$ cat src/design/normal_matrix_inverse_transpose_core_defines.svh
// Assertion macros shared by the normal matrix inverse transpose design.
`ifndef NORMAL_MATRIX_INVERSE_TRANSPOSE_CORE_DEFINES_SVH
`define NORMAL_MATRIX_INVERSE_TRANSPOSE_CORE_DEFINES_SVH

`ifndef SYNTHESIS

// Same-cycle implication, checked at every rising clock edge outside reset.
`define NMIT_ASSERT_IMPLY(label, clk, rst, ante, cons) \
   label: assert property (@(posedge clk) disable iff (rst) (ante) |-> (cons)) \
      else $error("nmit assertion failed");

// Next-cycle implication, checked at every rising clock edge outside reset.
`define NMIT_ASSERT_NEXT(label, clk, rst, ante, cons) \
   label: assert property (@(posedge clk) disable iff (rst) (ante) |=> (cons)) \
      else $error("nmit assertion failed");

`else

`define NMIT_ASSERT_IMPLY(label, clk, rst, ante, cons)
`define NMIT_ASSERT_NEXT(label, clk, rst, ante, cons)

`endif

`endif

$ cat src/design/nmit_pkg.sv
// Shared widths, cofactor tables and types for the normal matrix inverse transpose core.
`default_nettype none
package nmit_pkg;

   localparam int DATA_WIDTH = 32;
   localparam int FRAC_BITS  = 16;
   localparam int N_ELEM     = 9;

   // Exact intermediate widths.
   localparam int PROD_W = 2 * DATA_WIDTH;
   localparam int COF_W  = PROD_W + 1;
   localparam int LO_W   = 2 * DATA_WIDTH + 2;
   localparam int HI_W   = 2 * DATA_WIDTH + 1;
   localparam int TERM_W = DATA_WIDTH + COF_W;
   localparam int DET_W  = TERM_W + 2;
   localparam int NUM_W  = COF_W + 2 * FRAC_BITS;
   localparam int DEN_W  = DET_W;
   localparam int REM_W  = (NUM_W > DEN_W + DATA_WIDTH) ? NUM_W : DEN_W + DATA_WIDTH;

   localparam int QUEUE_DEPTH = 2;
   localparam int QPTR_W      = $clog2(QUEUE_DEPTH);
   localparam int QCNT_W      = $clog2(QUEUE_DEPTH + 1);

   typedef logic [3:0] nmit_idx_type;

   // Cofactor k is in[PA_L[k]] * in[PA_R[k]] - in[PB_L[k]] * in[PB_R[k]],
   // with the sign of the odd positions folded into the operand order.
   localparam nmit_idx_type PA_L [N_ELEM] = '{4'd4, 4'd6, 4'd3, 4'd7, 4'd0, 4'd6, 4'd1, 4'd3, 4'd0};
   localparam nmit_idx_type PA_R [N_ELEM] = '{4'd8, 4'd5, 4'd7, 4'd2, 4'd8, 4'd1, 4'd5, 4'd2, 4'd4};
   localparam nmit_idx_type PB_L [N_ELEM] = '{4'd7, 4'd3, 4'd6, 4'd1, 4'd6, 4'd0, 4'd4, 4'd0, 4'd3};
   localparam nmit_idx_type PB_R [N_ELEM] = '{4'd5, 4'd8, 4'd4, 4'd8, 4'd2, 4'd7, 4'd2, 4'd5, 4'd1};

   typedef logic signed [DATA_WIDTH-1:0] nmit_data_type;

   typedef struct packed {
      logic [N_ELEM-1:0][COF_W-1:0] cof;
      logic [DET_W-1:0]             det;
   } nmit_entry_type;

   typedef struct packed {
      logic           valid;
      nmit_entry_type entry;
   } nmit_slot_type;

endpackage
`default_nettype wire

$ cat src/design/nmit_queue.sv
// Short queue between the front pipeline and the divider back end.
`default_nettype none
`include "normal_matrix_inverse_transpose_core_defines.svh"
module nmit_queue (
   input  wire logic                    clock,
   input  wire logic                    reset,
   input  wire nmit_pkg::nmit_slot_type push,
   output nmit_pkg::nmit_slot_type      head,
   output logic                         full
);

   localparam int QW = nmit_pkg::QPTR_W;
   localparam int CW = nmit_pkg::QCNT_W;

   nmit_pkg::nmit_entry_type mem_ff [nmit_pkg::QUEUE_DEPTH];
   logic [QW-1:0]            wr_ptr_ff, wr_ptr_in;
   logic [QW-1:0]            rd_ptr_ff, rd_ptr_in;
   logic [CW-1:0]            count_ff, count_in;
   logic                     head_valid_ff, head_valid_in;
   nmit_pkg::nmit_entry_type head_entry_ff;
   logic                     pop;

   // The back end never stalls, so the head leaves whenever the queue holds one.
   assign pop           = (count_ff != '0);
   assign head_valid_in = pop;
   assign full          = (count_ff == CW'(nmit_pkg::QUEUE_DEPTH));

   always_comb begin
      wr_ptr_in = wr_ptr_ff;
      rd_ptr_in = rd_ptr_ff;
      if (push.valid) begin
         wr_ptr_in = (wr_ptr_ff == QW'(nmit_pkg::QUEUE_DEPTH - 1)) ? '0 : wr_ptr_ff + 1'b1;
      end
      if (pop) begin
         rd_ptr_in = (rd_ptr_ff == QW'(nmit_pkg::QUEUE_DEPTH - 1)) ? '0 : rd_ptr_ff + 1'b1;
      end
      count_in = count_ff + CW'(push.valid) - CW'(pop);
   end

   always_ff @(posedge clock) begin
      if (reset) begin
         wr_ptr_ff     <= '0;
         rd_ptr_ff     <= '0;
         count_ff      <= '0;
         head_valid_ff <= 1'b0;
      end else begin
         wr_ptr_ff     <= wr_ptr_in;
         rd_ptr_ff     <= rd_ptr_in;
         count_ff      <= count_in;
         head_valid_ff <= head_valid_in;
      end
   end

   always_ff @(posedge clock) begin
      if (push.valid) begin
         mem_ff[wr_ptr_ff] <= push.entry;
      end
      head_entry_ff <= mem_ff[rd_ptr_ff];
   end

   assign head.valid = head_valid_ff;
   assign head.entry = head_entry_ff;

   `NMIT_ASSERT_IMPLY(a_queue_level, clock, reset, 1'b1, count_ff <= CW'(1))
   `NMIT_ASSERT_NEXT(a_queue_drain, clock, reset, count_ff != '0, head_valid_ff)

endmodule
`default_nettype wire

$ cat config.mk
export PLATFORM = sky130hd
export DESIGN_NAME = nmit_queue
export DESIGN_NICKNAME = d
export VERILOG_FILES = /design/src/design/nmit_pkg.sv /design/src/design/nmit_queue.sv
export VERILOG_INCLUDE_DIRS = /design/src /design/src/design
export SDC_FILE = /design/constraint.sdc
export NUM_CORES = 1
export LEC_CHECK = 0
export BUFFER_PORTS_ARGS = -buffer_cell sky130_fd_sc_hd__clkbuf_2
export CELL_PAD_IN_SITES_DETAIL_PLACEMENT = 1
export CELL_PAD_IN_SITES_GLOBAL_PLACEMENT = 1
export CORE_AREA = 5 5 530 532
export CTS_CLUSTER_SIZE = 16
export DETAILED_ROUTE_END_ITERATION = 8
export DIE_AREA = 0 0 535 537
export HOLD_SLACK_MARGIN = 0.12
export PLACE_DENSITY_LB_ADDON = 0.12
export SYNTH_ARGS = -nofsm -noshare
export SYNTH_HDL_FRONTEND = slang
export SYNTH_SLANG_ARGS = --single-unit
$ cat constraint.sdc
create_clock -name clock -period 50.9 [get_ports clock]
set_input_delay 10.18 -clock clock [delete_from_list [all_inputs] [get_ports clock]]
set_output_delay 10.18 -clock clock [all_outputs]
set_load 0.01 [all_outputs]
-- Yosys cells after proc, flatten, opt, wreduce, memory -nomap -nowiden
Memory sizes are Yosys's and may differ from the RTL's. A register that Yosys moved wholly into a read port is not among the register bits.
Index checks and enable logic that the tools add are counted.
- register bits: 5
- bits in writable memories: 1368
- input bits: 687
- output and inout bits: 686
- word-level logic and storage cells: 15
- memories kept: 1
- memory list (memory ; depth ; width ; rd ports ; clocked after Yosys merged registers in ; wr ports ; RTL line ; source):
    mem_ff ; 2 ; 684 ; 1 ; 1 ; 1 ; nmit_queue.sv:15 ; nmit_pkg::nmit_entry_type mem_ff [nmit_pkg::QUEUE_DEPTH];
- add/sub/neg operators: 4
- eq/ne operators: 1
- muxes and demuxes: 4
- reductions and logical operators: 1
- operators by type and width (kind ; number):
    1-bit two-way mux ; 4
    1-bit adder (second input constant) ; 2
    2-bit by 1-bit adder with 2-bit output ; 1
    2-bit equality test (second input constant) ; 1
    2-bit nonzero test ; 1
    2-bit by 1-bit subtractor with 2-bit output ; 1

-- Depth between registers and ports, before layout
- depth in word-level cells: 2
- depth in mapped cells: 5
- depth with buffers taken out: 4

-- Worst setup path after synthesis
OpenSTA, ideal clock, no wires.
- path kind: input-to-reg
- from: input push[684] in the netlist's numbering
- to: memory mem_ff[0][0] in the netlist's numbering, enable pin
- library setup time: 1.832 ns
- data arrival time: 39.477 ns
- required time: 49.068 ns
- setup slack: 9.591 ns
- stages on the path: 1
- buffers on the path: 0
- cell sequence: nor2b_1
- word-level cells in the longest chain between the ends: 2
- RTL lines (element ; RTL line ; source):
    start: declaration ; nmit_queue.sv:7 ; input wire nmit_pkg::nmit_slot_type push,
    1-bit two-way mux ; nmit_queue.sv:55 ; if (push.valid) begin
    1-bit two-way mux (implied by the code) ; nmit_queue.sv:56 ; mem_ff[wr_ptr_ff] <= push.entry;
    end: declaration ; nmit_queue.sv:15 ;
Every way passes these cells.

-- Final worst setup path
- from: input push[684] in the netlist's numbering
- to: memory mem_ff[0][144] in the netlist's numbering, enable pin
Same word-level chain as after synthesis.

==> results.toml <==
[grt]
global_route.usage.total_pct = 13.5
maximum_number_of_pins_on_one_net_before_global_route_repair = 136
grt_antenna_before_repair = 145
global_route_wire_length_before_repair_um = 271000
grt_overflow = 0
first_global_vias = 33800

[power_and_ir_drop]
static-leakage-power_nw = 30.8
max-vdd-ir-drop_uv = 30.8
finalPower_mw = 3.85
p_per_area_mw_per_mm2 = 46.9

[synth]
synth_warnings = 0
synth_largest_area_cell = "sky130_fd_sc_hd__edfxtp_1"
synth-edff-count = 1368
syn_avg_cell_area_um2 = 22.4
leading_post_synthesis_cells_by_instance_count = "sky130_fd_sc_hd__edfxtp_1 (1368), sky130_fd_sc_hd__dfxtp_1 (689), sky130_fd_sc_hd__mux2_2 (684), sky130_fd_sc_hd__buf_6 (60), sky130_fd_sc_hd__buf_2 (15)"
postSynth.asyncResetShare_pct = 0
synth_most_common_cell = "sky130_fd_sc_hd__edfxtp_1"
synth_fp_nets = 3522
synth_seq_area_share_pct = 86.5
flop_and_latch_count_out_of_synthesis = 2057
post_synth_instance_area_mm2 = 0.0634
synth-main-ff-cell = "sky130_fd_sc_hd__edfxtp_1"
synth.lib_cells_used.distinct = 16
yosys-top-cells-area = "sky130_fd_sc_hd__edfxtp_1 (65%), sky130_fd_sc_hd__dfxtp_1 (22%), sky130_fd_sc_hd__mux2_2 (12%), sky130_fd_sc_hd__buf_6 (1.1%), sky130_fd_sc_hd__buf_2 (0.12%)"
synth.top_cell.area_share_pct = 64.7
syn-instance-count = 2834

[worst_setup_path]
critical_path_arrival_ns = 15.41
cpLargestDelayFamily = "buffers and inverters"
start_kind = "input pin"
cpMostUsedCell = "sky130_fd_sc_hd__buf_4"
timing.critical_path.to = "mem_ff[0][144]"
startpoint = "push[684]"
worstPathRequired_ns = 51.35
crit_type = "input pin to flip-flop"
critical_path_depth = 8
crit_slowest_cell = "sky130_fd_sc_hd__buf_4"
r2r_end = "mem_ff[0][144]"
endpoint_kind = "flip-flop"
timing.critical_path.cells = "clkbuf_2, nor2b_4, buf_4, buf_12, buf_4, buf_4, buf_4, buf_4"
path_buf_inv = 7
r2r.worst_path.cells = 7
path_max_fanout = 124
timing.critical_path.slowest_cell_delay_ns = 0.73
r2r-start = "wr_ptr_ff"
reg2reg_setup_slack_ns = 45.17

[timing]
setup_slack_ns = 35.94
min_period_ns = 14.96
fmax_mhz = 66.8
setup_tns_ns = 0
finalCritPeriodShare_pct = 29.4
tightest_slew_ns = 1.12
timing.final.hold_violations = 0
final_count_of_negative_setup_slack_endpoints = 0
finalClockSkew_ns = 0.0533
slew_headroom_pct = 25.5
timing.final.max_slew_violations = 0
rsz0062_at_grt = "no"

[place]
dpl-instance-area_mm2 = 0.0745
placedCellCount = 7865
place_ws_ns = 34.77
gp_routability_congestion = 0.768
post-dp-hpwl_um = 147000
total_of_buffers_placed_on_input_and_output_ports = 1372

[detailed_routing]
detail_route.drc_violations = 0
route.vias.total = 31500
drtPass1Iterations = 5
drt-initial-drc-count = 1453
post_detailed_route_via_to_cell_ratio = 3.79
avgRoutedWirePerCell_um = 24.4
final_antenna_net_count = 0
wirelength_um = 203000

[layout]
final-instance-count-excl-fill = 8316
design_area_mm2 = 0.0821
final_layout_size_suffix_gt1_share_pct = 52.9
finish.net_count = 5078
syn2layout_area_growth_pct = 29.3

[clock_network]
cts_hold_buf = 0
cts_buffers = 228
deepest_level_of_the_cts_h_tree = 4
clock_path_buffers = 4
cts_post_setup_buffers_inserted = 0
cts_repair_resize_count = 0
clock_tree.root_cell = "sky130_fd_sc_hd__clkbuf_16"
insertion_delay_ns = 0.88
clk_transition_reported_paths_ns = 0.06
tritoncts_num_sinks = 2057
tritoncts = "yes"

[outcome]
status = "finished clean"

[run]
maxcap_violations = 0

[floorplan]
design.core.area_mm2 = 0.276
die-area_mm2 = 0.287
row_count = 193
die_y_um = 537
die_w_um = 535
initial_utilization_pct = 23.0
io_pins = 1373

[min_path]
holdCritStartpoint = "mem_ff[0][503]"
worstHoldPathType = "flip-flop to flip-flop"
==> cell type report <==
cell class	instances	area [um2]
clock inverter	88	957
timing repair buffer	1403	7160
sequential	2057	54900
tap	3705	4640
clock buffer	339	6550
fill	28500	193000
multi-input combinational	700	7820
antenna	24	60.1
==> routing by layer <==
layer | up-vias | global-route usage (%) | wire (um)
met4 | 150 | 3.28 | 5190
met3 | 490 | 8.47 | 27000
li1 | 13900 | - | -
met2 | 1216 | 23.3 | 99800
met5 | - | 0 | 967
met1 | 15700 | 13.7 | 70400
==> per-stage QoR <==
step | hold slack [ns] | utilization (%)
4_1_cts | 0.432 | 29.8
2_1_floorplan | 0.448 | -
3_5_place_dp | 0.456 | 27.0
6_report | 0.433 | 29.8
3_3_place_gp | 0.449 | 27.0
5_1_grt | 0.452 | 29.8
==> worst min path at each step <==
| stage | end | slack [ns] | depth (start not counted) |
|---|---|---|---|
| CTS | head[633] | 0.43 | 1 |
| detailed placement | head[77] | 0.46 | 1 |
| global route | head[398] | 0.45 | 1 |
| global placement | head[47] | 0.45 | 1 |
| finish | head[503] | 0.43 | 1 |
| floorplan | head[0] | 0.45 | 1 |
==> registers in the layout, summed over array words and instances (netlist names) <==
name,flops
mem_ff,1368
head,684
count_ff,2
head_valid_ff,1
rd_ptr_ff,1
wr_ptr_ff,1
==> layout by cell type, fill, tap and decap left out, drive strengths merged, types with 4 or more instances in the layout <==
cell type	netlist	routed
bufinv	0	16
clkinv	0	68
nor2b	4	4
dfxtp	689	689
buf	77	31
diode	0	24
mux2	684	684
edfxtp	1368	1368
clkbuf	0	1711
==> power by group <==
part / internal [mW] / switching [mW]
Clock: 0.970 / 0.675
Sequential: 1.91 / 0.0299
Combinational: 0.102 / 0.164
==> cell families after synthesis <==
| logic type | count (synthesis) | share of synthesized area [%] |
|---|---|---|
| and+or+nand+nor | 11 | 0.0947 |
| AOI/OAI and AO/OA | 3 | 0.0355 |
| DFF | 2057 | 86.5 |
| adders and majority gates | 1 | 0.0197 |
| buffers and inverters | 77 | 1.21 |
| muxes | 684 | 12.1 |
| xor gates and xnor gates | 1 | 0.0138 |
Note: power is estimated with default switching activity, not from simulation.
